**config.mk**
```make
export PLATFORM = sky130hd
export DESIGN_NAME = hid_keyboard_report_builder
export DESIGN_NICKNAME = d
export VERILOG_FILES = /design/src/hkr_pkg.sv /design/src/hkr_slot_update.sv /design/src/hid_keyboard_report_builder.sv
export SDC_FILE = /design/constraint.sdc
export NUM_CORES = 1
export LEC_CHECK = 0
export ABC_CLOCK_PERIOD_IN_PS = 2150
export BUFFER_PORTS_ARGS = -buffer_cell sky130_fd_sc_hd__buf_4
export CELL_PAD_IN_SITES_DETAIL_PLACEMENT = 0
export CELL_PAD_IN_SITES_GLOBAL_PLACEMENT = 1
export CORE_MARGIN = 8
export CORE_UTILIZATION = 41
export CTS_CLUSTER_SIZE = 30
export DETAILED_ROUTE_END_ITERATION = 7
export PLACE_DENSITY_LB_ADDON = 0.2
export SLEW_MARGIN = 20
export SYNTH_ARGS = -nofsm -noshare
export SYNTH_HDL_FRONTEND = slang
export SYNTH_HIERARCHICAL = 1
export SYNTH_SLANG_ARGS = --single-unit
```
**constraint.sdc**
```tcl
create_clock -name clk -period 2.15 [get_ports clk]
set_input_delay 0.43 -clock clk [delete_from_list [all_inputs] [get_ports clk]]
set_output_delay 0.43 -clock clk [all_outputs]
set_load 0.01 [all_outputs]
```
**src/hkr_pkg.sv**
```systemverilog
// Shared types and constants for the HID keyboard report builder.
`default_nettype none

package hkr_pkg;

	// Field widths
	localparam int CODE_W       = 7;
	localparam int MOD_W        = 8;
	localparam int REPORT_SLOTS = 6;

	// Code space: ordinary keys below MOD_FIRST, modifiers up to MOD_LAST, rest reserved
	localparam logic [CODE_W-1:0] CODE_EMPTY = 7'h00;
	localparam logic [CODE_W-1:0] MOD_FIRST  = 7'h70;
	localparam logic [CODE_W-1:0] MOD_LAST   = 7'h77;

	// One key event
	typedef struct packed {
		logic [CODE_W-1:0] code;
		logic              released;
	} key_event_t;

endpackage

`default_nettype wire

```
**src/hkr_slot_update.sv**
```systemverilog
// Next-state logic for the key slots and modifier byte, given one key event.
`default_nettype none

module hkr_slot_update #(
	parameter int NUM_SLOTS = 6
) (
	input  hkr_pkg::key_event_t               ev,
	input  logic [hkr_pkg::CODE_W-1:0]        slots      [NUM_SLOTS],
	input  logic [hkr_pkg::MOD_W-1:0]         mods,
	output logic [hkr_pkg::CODE_W-1:0]        slots_next [NUM_SLOTS],
	output logic [hkr_pkg::MOD_W-1:0]         mods_next
);

	logic [NUM_SLOTS-1:0]      match;
	logic [NUM_SLOTS-1:0]      empty;
	logic [NUM_SLOTS-1:0]      first_free;
	logic                      present;
	logic                      is_key;
	logic                      is_mod;
	logic [hkr_pkg::MOD_W-1:0] mod_sel;

	// Event class
	assign is_key = (ev.code < hkr_pkg::MOD_FIRST) && (ev.code != hkr_pkg::CODE_EMPTY);
	assign is_mod = (ev.code >= hkr_pkg::MOD_FIRST) && (ev.code <= hkr_pkg::MOD_LAST);

	// Per-slot compares
	always_comb begin
		for (int i = 0; i < NUM_SLOTS; i++) begin
			match[i] = (slots[i] == ev.code);
			empty[i] = (slots[i] == hkr_pkg::CODE_EMPTY);
		end
	end

	assign present = |match;
	// lowest set bit of the empty mask
	assign first_free = empty & (~empty + NUM_SLOTS'(1));

	// Slot update: release clears all matches, press of a key not yet held fills lowest empty slot
	always_comb begin
		for (int i = 0; i < NUM_SLOTS; i++) begin
			slots_next[i] = slots[i];
			if (is_key) begin
				if (ev.released) begin
					if (match[i]) begin
						slots_next[i] = hkr_pkg::CODE_EMPTY;
					end
				end else if (!present && first_free[i]) begin
					slots_next[i] = ev.code;
				end
			end
		end
	end

	// Modifier byte
	assign mod_sel = hkr_pkg::MOD_W'(1) << ev.code[2:0];

	always_comb begin
		mods_next = mods;
		if (is_mod) begin
			if (ev.released) begin
				mods_next = mods & ~mod_sel;
			end else begin
				mods_next = mods | mod_sel;
			end
		end
	end

endmodule

`default_nettype wire

```
**src/hid_keyboard_report_builder.sv**
```systemverilog
// Top level of the HID boot keyboard report builder (6-key rollover).
//
//  channel | handshake           | payload
//  --------+---------------------+-------------------------------------------
//  input   | in_valid, in_ready  | key_code[6:0], released
//  output  | out_valid, out_ready| modifier_bits[7:0], slot_zero..slot_five
//
// One item per cycle sustained while out_ready stays high. An accepted item
// is held in the input register; the slot compare and priority pick then
// write the state registers, which also drive the report and raise out_valid.
// Reset clears the slots and modifiers (empty report) and both valid flags.
// A stalled report holds the state, and the input register then fills and
// drops in_ready.
`default_nettype none

module hid_keyboard_report_builder #(
	parameter int NUM_KEY_SLOTS = 6
) (
	input  logic                         clk,
	input  logic                         arst_n,
	input  logic                         in_valid,
	output logic                         in_ready,
	input  logic [hkr_pkg::CODE_W-1:0]   key_code,
	input  logic                         released,
	output logic                         out_valid,
	input  logic                         out_ready,
	output logic [hkr_pkg::MOD_W-1:0]    modifier_bits,
	output logic [hkr_pkg::CODE_W-1:0]   slot_zero,
	output logic [hkr_pkg::CODE_W-1:0]   slot_one,
	output logic [hkr_pkg::CODE_W-1:0]   slot_two,
	output logic [hkr_pkg::CODE_W-1:0]   slot_three,
	output logic [hkr_pkg::CODE_W-1:0]   slot_four,
	output logic [hkr_pkg::CODE_W-1:0]   slot_five
);

	hkr_pkg::key_event_t             ev_s1;
	logic                            valid_s1;
	logic                            advance;
	logic                            out_valid_q;
	logic [hkr_pkg::CODE_W-1:0]      slots_q    [NUM_KEY_SLOTS];
	logic [hkr_pkg::CODE_W-1:0]      slots_next [NUM_KEY_SLOTS];
	logic [hkr_pkg::MOD_W-1:0]       mods_q;
	logic [hkr_pkg::MOD_W-1:0]       mods_next;
	logic [hkr_pkg::CODE_W-1:0]      report     [hkr_pkg::REPORT_SLOTS];

	// Handshake: the event moves on whenever the report slot is free or taken
	assign advance  = valid_s1 && (!out_valid_q || out_ready);
	assign in_ready = !valid_s1 || advance;

	// Input register
	always_ff @(posedge clk or negedge arst_n) begin
		if (!arst_n) begin
			valid_s1 <= 1'b0;
		end else if (in_ready) begin
			valid_s1 <= in_valid;
		end
	end

	always_ff @(posedge clk) begin
		if (in_valid && in_ready) begin
			ev_s1 <= '{code: key_code, released: released};
		end
	end

	// Next-state logic
	hkr_slot_update #(
		.NUM_SLOTS (NUM_KEY_SLOTS)
	) u_update (
		.ev         (ev_s1),
		.slots      (slots_q),
		.mods       (mods_q),
		.slots_next (slots_next),
		.mods_next  (mods_next)
	);

	// State registers, which double as the report register
	always_ff @(posedge clk or negedge arst_n) begin
		if (!arst_n) begin
			mods_q <= '0;
			for (int i = 0; i < NUM_KEY_SLOTS; i++) begin
				slots_q[i] <= hkr_pkg::CODE_EMPTY;
			end
		end else if (advance) begin
			mods_q <= mods_next;
			for (int i = 0; i < NUM_KEY_SLOTS; i++) begin
				slots_q[i] <= slots_next[i];
			end
		end
	end

	// Report valid
	always_ff @(posedge clk or negedge arst_n) begin
		if (!arst_n) begin
			out_valid_q <= 1'b0;
		end else if (advance) begin
			out_valid_q <= 1'b1;
		end else if (out_ready) begin
			out_valid_q <= 1'b0;
		end
	end

	// Report slots: slots past the configured count read empty
	for (genvar k = 0; k < hkr_pkg::REPORT_SLOTS; k++) begin : g_report
		if (k < NUM_KEY_SLOTS) begin : g_used
			assign report[k] = slots_q[k];
		end else begin : g_unused
			assign report[k] = hkr_pkg::CODE_EMPTY;
		end
	end

	assign out_valid     = out_valid_q;
	assign modifier_bits = mods_q;
	assign slot_zero     = report[0];
	assign slot_one      = report[1];
	assign slot_two      = report[2];
	assign slot_three    = report[3];
	assign slot_four     = report[4];
	assign slot_five     = report[5];

endmodule

`default_nettype wire

```
Yosys cells after proc, flatten, opt, wreduce, memory -nomap -nowiden
Index checks and enable logic that the tools add are counted.
{"block": "totals", "latchBits": 0, "ff_bits": 60, "mem_bits_rw": 0, "elab_cells": 91, "out_inout_bits": 52, "mem_bits_ro": 0, "in_bits": 12, "memories": 0}
{"block": "classes", "bitwise_logic": 5, "n_mul": 0, "div": 0, "eq_ne": 12, "magnitude_cmp": 3, "n_addsub": 1, "muxes": 21, "n_shift": 1, "reduce_logical": 37}
{"operator": "$mux 7", "n": 18}
{"operator": "$eq 7x7->1", "n": 6}
{"operator": "$logic_not 7->1", "n": 6}
{"operator": "$reduce_and 4->1", "n": 6}
{"operator": "$reduce_bool 2->1", "n": 7}
{"operator": "$ne 2x1->1 const B", "n": 6}
{"operator": "$logic_and 1x1->1", "n": 10}
{"operator": "$and 8x8->8", "n": 1}
{"operator": "$mux 8", "n": 1}
{"operator": "$not 8->8", "n": 1}
{"operator": "$or 8x8->8", "n": 1}
{"operator": "$shl 1x3->8 const A", "n": 1}
{"operator": "$ge 7x7->1 const B", "n": 1}
{"operator": "$le 7x7->1 const B", "n": 1}
{"operator": "$lt 7x7->1 const B", "n": 1}
{"operator": "$reduce_bool 7->1", "n": 1}
{"operator": "$add 6x1->6 const B", "n": 1}
{"operator": "$and 6x6->6", "n": 1}
{"operator": "$not 6->6", "n": 1}
{"operator": "$reduce_or 6->1", "n": 1}
{"operator": "$logic_not 1->1", "n": 3}
{"operator": "$logic_or 1x1->1", "n": 2}
{"operator": "$mux 1", "n": 2}
{"operator": "$reduce_and 2->1", "n": 1}

Depth between registers and ports, before layout
Gate-level depths: netlist of the first run.
{"block": "logic_depth", "word_depth": 7, "depth_mapped": 9, "ltp_nobuf": 7}

By module
The synthesis of the first run kept the hierarchy.
{"mod": "hid_keyboard_report_builder", "instances": 1, "seq_area_each_um2": 1541.5, "cells_per_inst": 121, "area_each_um2": 2399.8}
{"mod": "hkr_slot_update", "instances": 1, "seq_area_each_um2": 0.0, "cells_per_inst": 254, "area_each_um2": 1739.2}

Least setup slack after synthesis of the first run
OpenSTA, ideal clock, no wires.
{"block": "synth_path", "path_kind": "register to register", "start": "register ev_s1[5] in the netlist's numbering", "end": "register slots_q, in the netlist slot_three[0]", "period_less_slack_ns": 2.228, "path_buffers": 2, "arrival_ns": 2.102, "setup_ns": 0.125, "required_ns": 2.025, "setup_slack_ns": -0.078, "stages_incl_launch_ff": 9, "path_cell_list": "edfxtp_1 -> buf_6 -> xor2_1 -> nor4_1 -> nor4_4 -> buf_6 -> a32oi_1 -> nand2_1 -> mux2_4"}
{"block": "synth_between", "elab_chain_len": 6, "elab_cells_between_ends": 15, "classes_between": "1 x order compare; 7 x eq/ne; 7 x reduce/logical"}
{"item": "start: declaration", "line": "hid_keyboard_report_builder.sv:36", "source": "hkr_pkg::key_event_t ev_s1;"}
{"item": "start signal: assignment", "line": "hid_keyboard_report_builder.sv:61", "source": "ev_s1 <= '{code: key_code, released: released};"}
{"item": "$eq 7x7->1", "line": "hkr_slot_update.sv:29", "source": "match[i] = (slots[i] == ev.code);"}
{"item": "$reduce_or 6->1", "line": "hkr_slot_update.sv:34", "source": "assign present = |match;"}
{"item": "$logic_not 1->1", "line": "hkr_slot_update.sv:47", "source": "end else if (!present && first_free[i]) begin"}
{"item": "$logic_and 1x1->1", "line": "hkr_slot_update.sv:47"}
{"item": "$reduce_bool 2->1 (no line)"}
{"item": "$reduce_and 4->1 (no line) (*)"}
{"item": "end signal: indexed assignment", "line": "hid_keyboard_report_builder.sv:81", "source": "slots_q[i] <= hkr_pkg::CODE_EMPTY;"}
{"item": "end signal: indexed assignment", "line": "hid_keyboard_report_builder.sv:86", "source": "slots_q[i] <= slots_next[i];"}
{"item": "end: declaration", "line": "hid_keyboard_report_builder.sv:40", "source": "logic [hkr_pkg::CODE_W-1:0] slots_q [NUM_KEY_SLOTS];"}
Every way passes the cells marked *; elsewhere a longest branch is shown, timed or not.
A chain may end at the register's enable or synchronous reset.

Worst setup path in the final report of the first run
{"block": "layout_path", "start": "register ev_s1[2] in the netlist's numbering", "end": "register slots_q, in the netlist slot_one[6]"}
Same word-level chain as after synthesis.

==> impl_metrics.py, run 1 <==
metrics = {
    "outcome": {
        "status": "finished, violations left",
        "violations": "negative setup slack",
    },
    "detailed_routing": {
        "dr.pass1.iters": 5,
        "drc_errors": 0,
        "wl_per_cell_microns": 18.5,
        "vias": 3386,
        "via_per_inst": 5.30,
        "postRouteAntennaNets": 0,
        "totalWireLength_mm": 11.8,
        "drtIter0Drc": 138,
    },
    "placed_design": {
        "portBuffers": 63,
        "dp_cells": 615,
        "hpwlAfterDp_mm": 8.20,
        "place_congestion": 0.846,
    },
    "final_layout": {
        "final_common_cell": "buf_4",
        "stdcell_count": 639,
        "synthToLayoutAreaGrowth_pct": 39.4,
        "seq_area_sq_mm": 0.00154,
        "layout_common_cells": "buf_4 (120), nand2_1 (61), dfrtp_1 (52)",
        "antennaDiodeCount": 0,
        "drive_gt1_share_pct": 50.6,
        "fillerInstances": 836,
        "multi_input_area_sq_mm": 0.00272,
        "nets": 513,
    },
    "critical_path": {
        "crit_buf_inv": 3,
        "slowest_stage": "edfxtp_1",
        "path_max_fanout": 10,
        "critPathLaunchType": "flop",
        "endpoint_kind": "flop",
        "critPathRequiredTime_ps": 2390,
        "cpMostUsedCell": "buf_4",
        "cp_top_family": "buffers and inverters",
        "critPathKind": "flop to flop",
        "slowest_delay_ps": 420,
        "worstPathCellList": "buf_12, xor2_1, nor4_4, buf_4, nor4b_2, buf_4, a32oi_2, nand2_1, mux2_4",
        "arrival_ps": 2530,
    },
    "synth": {
        "synth-simple-area-share_pct": 20.3,
        "ys_seq_area_share_pct": 37.2,
        "synth_compound_area_share_pct": 8.86,
        "synthMuxAreaShare_pct": 19.3,
        "synth_warnings": 6,
        "netlist_area_sq_mm": 0.00414,
        "synth_nets": 387,
        "syn_inst": 375,
        "synth_xor_area_share_pct": 8.89,
        "ys_ff_latch": 60,
        "synth_top_family_by_area": "simple AND/OR/NAND/NOR gates",
        "synthAdderAreaFrac_pct": 0,
        "avgSynthCellArea_sq_um": 11.0,
        "yosysUniqueCellTypes": 41,
    },
    "global_route": {
        "grt_pass1_wl_mm": 18.8,
        "gr-total-overflow": 0,
        "grt_pass1_vias": 3600,
        "use_met3_pct": 3.31,
        "grt_max_degree": 53,
        "antenna_found_initial": 0,
        "track_usage_pct": 17.9,
        "met1_usage_pct": 22.3,
        "gr-max-usage-layer": "met2",
        "use_met2_pct": 30.0,
    },
    "sta": {
        "fin_crit_sh_pct": 107,
        "layout_setup_ws_ps": -140,
        "slew_viol_final": 0,
        "tns_ps": -2670,
        "fin_worst_skew_ps": 11.1,
        "slew_headroom_pct": 54.3,
        "rsz0062_at_grt": "true",
        "finalSetupViolations": 38,
        "period_needed_ps": 2290,
        "max_freq_mhz": 437,
        "tightest_slew_ps": 685,
        "final-hold-violation-count": 0,
    },
    "die": {
        "die-area_sq_mm": 0.0136,
        "start_util_pct": 42.3,
        "rows": 36,
        "io_pins": 64,
        "dieHeight_microns": 116,
        "core-area_sq_mm": 0.00977,
        "chipWidth_microns": 116,
    },
    "clock_network": {
        "root_buffer": "clkbuf_8",
        "hold_buffers": 0,
        "clkTransAtPathRegs_ps": 70,
        "h-tree-depth": 3,
        "clk_latency_ps": 360,
        "cts_tree": "yes",
        "cts_sinks": 60,
        "cts_buffer_depth": 2,
        "cts_made_buffers": 9,
    },
    "worst_hold_path": {
        "hold_path.class": "input port to asynchronous set/reset pin",
    },
    "pwr": {
        "ir_drop_mv": 0.561,
        "p_leak_nw": 2.56,
        "power.density_mw_per_mm2": 1230,
    },
    "run": {
        "max-cap-violations": 0,
    },
}
[flip-flops by register name, summed over array words and instances, names as in the netlist]
register and cells:
out_valid 1, ev_s1 8, slot_four 7, slot_five 7, modifier_bits 8, slot_two 7
valid_s1 1, slot_three 7, slot_one 7, slot_zero 7
[per-stage QoR]
step                      util, %  power (mW)  worst slack (ps)  hold WS, ps  instance area (sq um)
final                        59.0        7.07              -140          117                   5770
after global routing         59.0        7.52              -258          184                   5770
after CTS                    56.1        6.89              -161          150                   5480
after detailed placement     53.0        5.77              -165          530                   5180
after global placement       53.0        5.68              -120          520                   5180
after floorplan                 -        4.15             -53.3          134                   4170
[Yosys cell counts, drive strengths merged]
master / n / area (sq um)
nand2: 63 / 244
dfrtp: 52 / 1300
mux2: 50 / 751
xnor2: 24 / 210
a32oi: 19 / 166
xor2: 18 / 158
nor2: 16 / 60.1
nor4: 16 / 188
buf: 15 / 163
a31oi: 14 / 87.6
and2: 8 / 51.3
edfxtp: 8 / 240
nand4: 8 / 50.1
clkbuf: 6 / 42.5
nand3: 6 / 30.0
nor3: 6 / 30.0
a22o: 5 / 43.8
inv: 5 / 18.8
mux2i: 5 / 50.1
nand3b: 5 / 37.5
nand2b: 4 / 32.5
o31ai: 4 / 30.0
nor3b: 3 / 22.5
or4: 3 / 26.3
and3: 2 / 15.0
nor4b: 2 / 38.8
o211ai: 2 / 15.0
o21ai: 2 / 10.0
a21oi: 1 / 5.00
o41ai: 1 / 8.76
or2: 1 / 6.26
or3: 1 / 6.26
[worst paths after layout]
path	start	end	slack, ps	cells after the start
setup reg to reg	ev_s1[2]$_DFFE_PP_	slot_one[6]$_DFFE_PN0P_	-140	9
max in group asynchronous	arst_n	slot_three[6]$_DFFE_PN0P_	1570	1
hold / removal	arst_n	slot_zero[5]$_DFFE_PN0P_	120	1
min in group clk	key_code[1]	ev_s1[2]$_DFFE_PP_	250	1
setup / recovery	ev_s1[2]$_DFFE_PP_	slot_one[6]$_DFFE_PN0P_	-140	9
hold reg to reg	modifier_bits[1]$_DFFE_PN0P_	modifier_bits[1]$_DFFE_PN0P_	540	1
[final cells by class]
cell class	count	share of cell area [%]
Clock buffer	10	2.21
Clock inverter	6	0.954
Inverter	5	0.325
Multi-Input combinational cell	289	47.1
Sequential cell	60	26.7
Tap cell	133	2.89
Timing Repair Buffer	136	19.8
[cells by family after synthesis]
logic type      count (synthesis)
compound gates                 48
xor+xnor                       42
buf+inv                        26
flops                          60
mux                            55
simple gates                  144
[where the power goes]
group	total (mW)	switching (mW)	internal (mW)
sequential	2.18	0.588	1.59
combinational	3.89	1.64	2.25
clock	0.996	0.471	0.525
total	7.07	2.70	4.37
[worst reg2reg max path, delay by kind of cell (launching register included)]
family | cells | cell delay [ps]
AOI/OAI and AO/OA | 1 | 210
buffers and inverters | 3 | 550
xor gates and xnor gates | 1 | 200
muxes | 1 | 270
DFF | 1 | 420
and+or+nand+nor | 3 | 540
[per-layer routing]
metal | share of wire, % | vias up | wire length [microns]
met5 | 0 | - | 0
met4 | 1.5 | 0 | 172
met3 | 4.1 | 16 | 484
met2 | 49 | 68 | 5770
met1 | 46 | 1673 | 5370
li1 | - | 1629 | -
[timing repair]
action,in CTS,in global routing
setup endpoints to repair,42,43
pin swaps,31,14
gates resized for setup,15,37
setup buffers,3,5
gates cloned,0,0
(Power assumes the default switching activity.)
==> run 2, diff against run 1 <==
- CORE_UTILIZATION: 41 -> 38
- REMOVE_ABC_BUFFERS: unset -> 1
- SYNTH_HIERARCHICAL: 1 -> unset
==> impl_metrics.py, run 2 <==
metrics = {
    "outcome": {
        "status": "finished, final reports clean",
    },
    "synth": {
        "async_flop_share_pct": 86.7,
        "synth_edf_count": 8,
        "synthTopCellsByArea": "dfrtp_1 (42%), edfxtp_1 (7.8%), nand2_1 (7.7%), xnor2_1 (6.8%), xor2_1 (5.1%)",
        "avgSynthCellArea_sq_um": 10.3,
        "ys_seq_area_share_pct": 49.9,
        "netlist_area_sq_mm": 0.00309,
        "syn_inst": 300,
        "synth_warnings": 0,
        "ys_ff_latch": 60,
        "yosysTopAreaCell": "dfrtp_1",
        "synth_top_area_share_pct": 42.1,
        "synth_flop_cell": "dfrtp_1",
        "synthMostInstantiatedCell": "nand2_1",
        "ys_top_cells_by_count": "nand2_1 (63), dfrtp_1 (52), xnor2_1 (24)",
        "yosysUniqueCellTypes": 37,
    },
    "sta": {
        "finalSetupViolations": 0,
        "period_needed_ps": 1990,
        "tns_ps": 0,
        "rsz0062_at_grt": "false",
        "fin_crit_sh_pct": 92.4,
        "max_freq_mhz": 503,
        "fin_worst_skew_ps": 9.05,
        "tightest_slew_ps": 689,
        "holdWs_ps": 128,
        "slew_headroom_pct": 54.0,
        "layout_setup_ws_ps": 164,
        "final-hold-violation-count": 0,
        "slew_viol_final": 0,
    },
    "run": {
        "max-cap-violations": 0,
    },
    "clock_network": {
        "clk_latency_ps": 340,
        "cts_sinks": 60,
        "cts_tree": "yes",
        "cts_buffer_depth": 2,
        "cts_made_buffers": 9,
        "clkTransAtPathRegs_ps": 80,
        "h-tree-depth": 3,
        "hold_buffers": 0,
        "root_buffer": "clkbuf_8",
    },
    "critical_path": {
        "r2r_slack_ps": 160,
        "critPathRequiredTime_ps": 2410,
        "path_max_fanout": 7,
        "critPathLaunchType": "flop",
        "endpoint_kind": "flop",
        "arrival_ps": 2240,
        "critPathKind": "flop to flop",
    },
    "placed_design": {
        "dpl_worst_slack_ps": 25.7,
        "portBuffers": 63,
        "place_area_sq_mm": 0.00385,
        "hpwlAfterDp_mm": 6.35,
        "place_congestion": 0.833,
        "dp_cells": 490,
    },
    "final_layout": {
        "nets": 411,
        "layout_common_cells": "buf_4 (97), nand2_1 (62), dfrtp_1 (52)",
        "drive_gt1_share_pct": 35.1,
        "post-route-util_pct": 50.9,
        "fin_area_sq_mm": 0.00410,
        "stdcell_count": 509,
        "final_common_cell": "buf_4",
        "synthToLayoutAreaGrowth_pct": 32.6,
        "antennaDiodeCount": 0,
    },
    "pwr": {
        "power.density_mw_per_mm2": 1240,
        "p_leak_nw": 1.94,
        "ir_drop_mv": 0.402,
        "power.total_mw": 5.09,
    },
    "detailed_routing": {
        "postRouteAntennaNets": 0,
        "vias": 2588,
        "wl_per_cell_microns": 17.1,
        "via_per_inst": 5.08,
        "drc_errors": 0,
        "drtIter0Drc": 105,
        "totalWireLength_mm": 8.71,
        "dr.pass1.iters": 4,
    },
    "die": {
        "io_pins": 64,
        "start_util_pct": 38.4,
        "chipWidth_microns": 106,
        "rows": 33,
        "core-area_sq_mm": 0.00805,
        "dieHeight_microns": 106,
        "die-area_sq_mm": 0.0113,
    },
    "global_route": {
        "track_usage_pct": 16.0,
        "grt_pass1_wl_mm": 14.3,
        "antenna_found_initial": 0,
        "grt_pass1_vias": 2608,
        "gr-total-overflow": 0,
        "grt_max_degree": 53,
    },
    "worst_hold_path": {
        "hold_path.class": "input port to asynchronous set/reset pin",
    },
}
==> run 2: cell count changes in the layout (fill, tap and decap cells not counted), sizes merged, moves of 5 or more <==
cell / delta
o21ai: +34
and2: -6
buf: -36
a22o: -5
nor2: -11
a32oi: -19
mux2: -42
inv: +5
mux2i: -5
a31oi: -14
nor3: +5
==> run 2: per-layer routing <==
layer,routed length (microns),GRT usage (%)
met1,4170,21.6
met2,3940,24.6
met3,466,3.69
met4,138,5.93
met5,0,0
==> run 2: area by class of cell <==
type	count	area, sq um
repair buffers	100	788
flip-flops and latches	60	1540
fillers	755	3960
inverters	9	33.8
multi-input cells	219	1400
clock inverters	7	76.3
clock buffers	9	124
well taps	105	131
==> run 2: critical path: stages (launching register included) <==
cell and delay (ps):
edfxtp_1 420, buf_4 190, inv_1 90, nor3_2 80, or4_4 540, nor2_2 170, nand4_2 210, o21ai_0 210
==> run 2: where the power goes <==
| group | switching (mW) | total [mW] | leakage [nW] | internal (mW) |
|---|---|---|---|---|
| logic | 0.992 | 2.06 | 1.11 | 1.07 |
| registers | 0.466 | 2.00 | 0.738 | 1.54 |
| clock network | 0.489 | 1.03 | 0.0958 | 0.540 |
==> run 2: cell families (layout without fill, tap and decap cells) <==
group | count (synthesis) | count (layout) | synth area share, %
AOI/OAI and AO/OA | 44 | 44 | 8.02
xor gates and xnor gates | 42 | 42 | 11.9
buffers and inverters | 21 | 125 | 4.90
DFF | 60 | 60 | 49.9
muxes | 8 | 8 | 2.92
and+or+nand+nor | 125 | 125 | 22.3
==> run 2: path summary, 6_finish.rpt <==
kind                       depth (start not counted)                    endpoint                  from
min in group clk                                   1          ev_s1[2]$_DFFE_PP_           key_code[1]
hold / removal                                     1     slot_one[0]$_DFFE_PN0P_                arst_n
max in group asynchronous                          1  asynchronous set/reset pin                arst_n
hold reg to reg                                    1       out_valid$_DFFE_PN0P_  valid_s1$_DFFE_PN0N_
setup reg to reg                                   7   slot_three[4]$_DFFE_PN0P_    ev_s1[5]$_DFFE_PP_
setup / recovery                                   7   slot_three[4]$_DFFE_PN0P_    ev_s1[5]$_DFFE_PP_
==> run 2: what timing repair did <==
action	in CTS	in global routing
hold endpoints to repair	0	0
endpoints found under the setup margin	0	47
buffers inserted	0	3
resized for setup	0	3
==> run 3, diff against run 2 <==
- CORE_MARGIN: 8 -> 1
- GPL_TIMING_DRIVEN: unset -> 0
==> impl_metrics.py, run 3 (synthesis results as in run 2) <==
metrics = {
    "final_layout": {
        "antennaDiodeCount": 0,
        "final_common_cell": "buf_4",
        "nets": 396,
        "multi_input_area_sq_mm": 0.00159,
        "synthToLayoutAreaGrowth_pct": 36.0,
        "fillerInstances": 729,
        "drive_gt1_share_pct": 36.0,
        "layout_common_cells": "buf_4 (82), nand2_1 (61), dfrtp_1 (52)",
        "seq_area_sq_mm": 0.00154,
    },
    "clock_network": {
        "clkTransAtPathRegs_ps": 70,
        "cts_tree": "yes",
        "h-tree-depth": 3,
        "cts_sinks": 60,
        "cts_buffer_depth": 2,
        "root_buffer": "clkbuf_8",
        "cts_made_buffers": 9,
        "clk_latency_ps": 340,
        "hold_buffers": 0,
    },
    "detailed_routing": {
        "dr.pass1.iters": 4,
        "totalWireLength_mm": 8.47,
        "wl_per_cell_microns": 17.2,
        "postRouteAntennaNets": 0,
        "drtIter0Drc": 114,
        "drc_errors": 0,
        "vias": 2572,
        "via_per_inst": 5.24,
    },
    "global_route": {
        "gr-total-overflow": 0,
        "grt_pass1_wl_mm": 13.4,
        "antenna_found_initial": 0,
        "grt_max_degree": 53,
        "track_usage_pct": 21.0,
        "grt_pass1_vias": 2535,
    },
    "pwr": {
        "ir_drop_mv": 0.489,
        "power.density_mw_per_mm2": 1280,
        "p_leak_nw": 1.86,
        "power.total_mw": 5.37,
    },
    "sta": {
        "finalSetupViolations": 0,
        "slew_headroom_pct": 55.4,
        "layout_setup_ws_ps": 97.8,
        "final-hold-violation-count": 0,
        "tns_ps": 0,
        "max_freq_mhz": 487,
        "fin_worst_skew_ps": 9.11,
        "period_needed_ps": 2050,
        "slew_viol_final": 0,
        "holdWs_ps": 119,
        "tightest_slew_ps": 669,
        "fin_crit_sh_pct": 95.4,
        "rsz0062_at_grt": "true",
    },
    "die": {
        "chipWidth_microns": 92.1,
        "die-area_sq_mm": 0.00849,
        "io_pins": 64,
        "start_util_pct": 39.6,
        "dieHeight_microns": 92.1,
        "rows": 32,
        "core-area_sq_mm": 0.00781,
    },
    "placed_design": {
        "hpwlAfterDp_mm": 5.37,
        "dpl_worst_slack_ps": -448,
        "portBuffers": 63,
        "place_congestion": 0.794,
    },
    "outcome": {
        "status": "finished, final reports clean",
    },
    "critical_path": {
        "critPathRequiredTime_ps": 2400,
        "path_max_fanout": 7,
        "arrival_ps": 2310,
        "endpoint_kind": "flop",
        "r2r_cells": 7,
        "critPathKind": "flop to flop",
        "critPathLaunchType": "flop",
    },
    "run": {
        "max-cap-violations": 0,
    },
    "worst_hold_path": {
        "hold_path.class": "input port to asynchronous set/reset pin",
    },
}
[run 3: per-layer routing]
layer  track usage (%)  vias up  part of all wire (%)
met5                 0        -                     0
met2              32.2       71                    48
met4              8.33        0                   1.8
met1              29.3     1273                    45
met3              3.81       14                   4.7
li1                  -     1214                     -
[run 3: final timing paths]
kind	start	to	slack [ps]
max	ev_s1[2]$_DFFE_PP_	slot_five[4]$_DFFE_PN0P_	100
min	arst_n	slot_five[2]$_DFFE_PN0P_	120
max reg2reg	ev_s1[2]$_DFFE_PP_	slot_five[4]$_DFFE_PN0P_	100
min reg2reg	valid_s1$_DFFE_PN0N_	out_valid$_DFFE_PN0P_	500
max in group asynchronous	arst_n	asynchronous set/reset pin	1570
min in group clk	key_code[2]	ev_s1[3]$_DFFE_PP_	260
[run 3: area by class of cell]
class	instances	area share [%]
multi-input cells	219	38.0
flip-flops and latches	60	36.7
repair buffers	85	15.9
clock buffers	10	3.04
well taps	102	3.04
clock inverters	6	2.44
inverters	9	0.953
[run 3: worst max-delay path: stages (launching register included)]
cell and delay [ps]:
edfxtp_1 420, buf_4 160, buf_4 160, xnor2_1 160, nand4_1 160, nor4_4 370, o2111ai_4 240, o31ai_1 290
[run 3: per-stage QoR]
stage | instance area [sq um] | instances | util [%]
floorplan | 2970 | 288 | -
global placement | 3570 | 453 | 45.7
detailed placement | 3570 | 453 | 45.7
CTS | 3990 | 485 | 51.0
global route | 4200 | 491 | 53.8
finish | 4200 | 491 | 53.8
[run 3: what timing repair did]
action / 4_1_cts / 5_1_grt
gates cloned: 0 / 0
pin swaps: 0 / 3
setup buffers: 16 / 6
gates resized for setup: 7 / 39
setup endpoints to repair: 50 / 42
[run 3: report_power, final]
group          switching (mW)  internal [mW]
Sequential              0.507           1.54
Clock                   0.452          0.761
Combinational            1.08           1.03
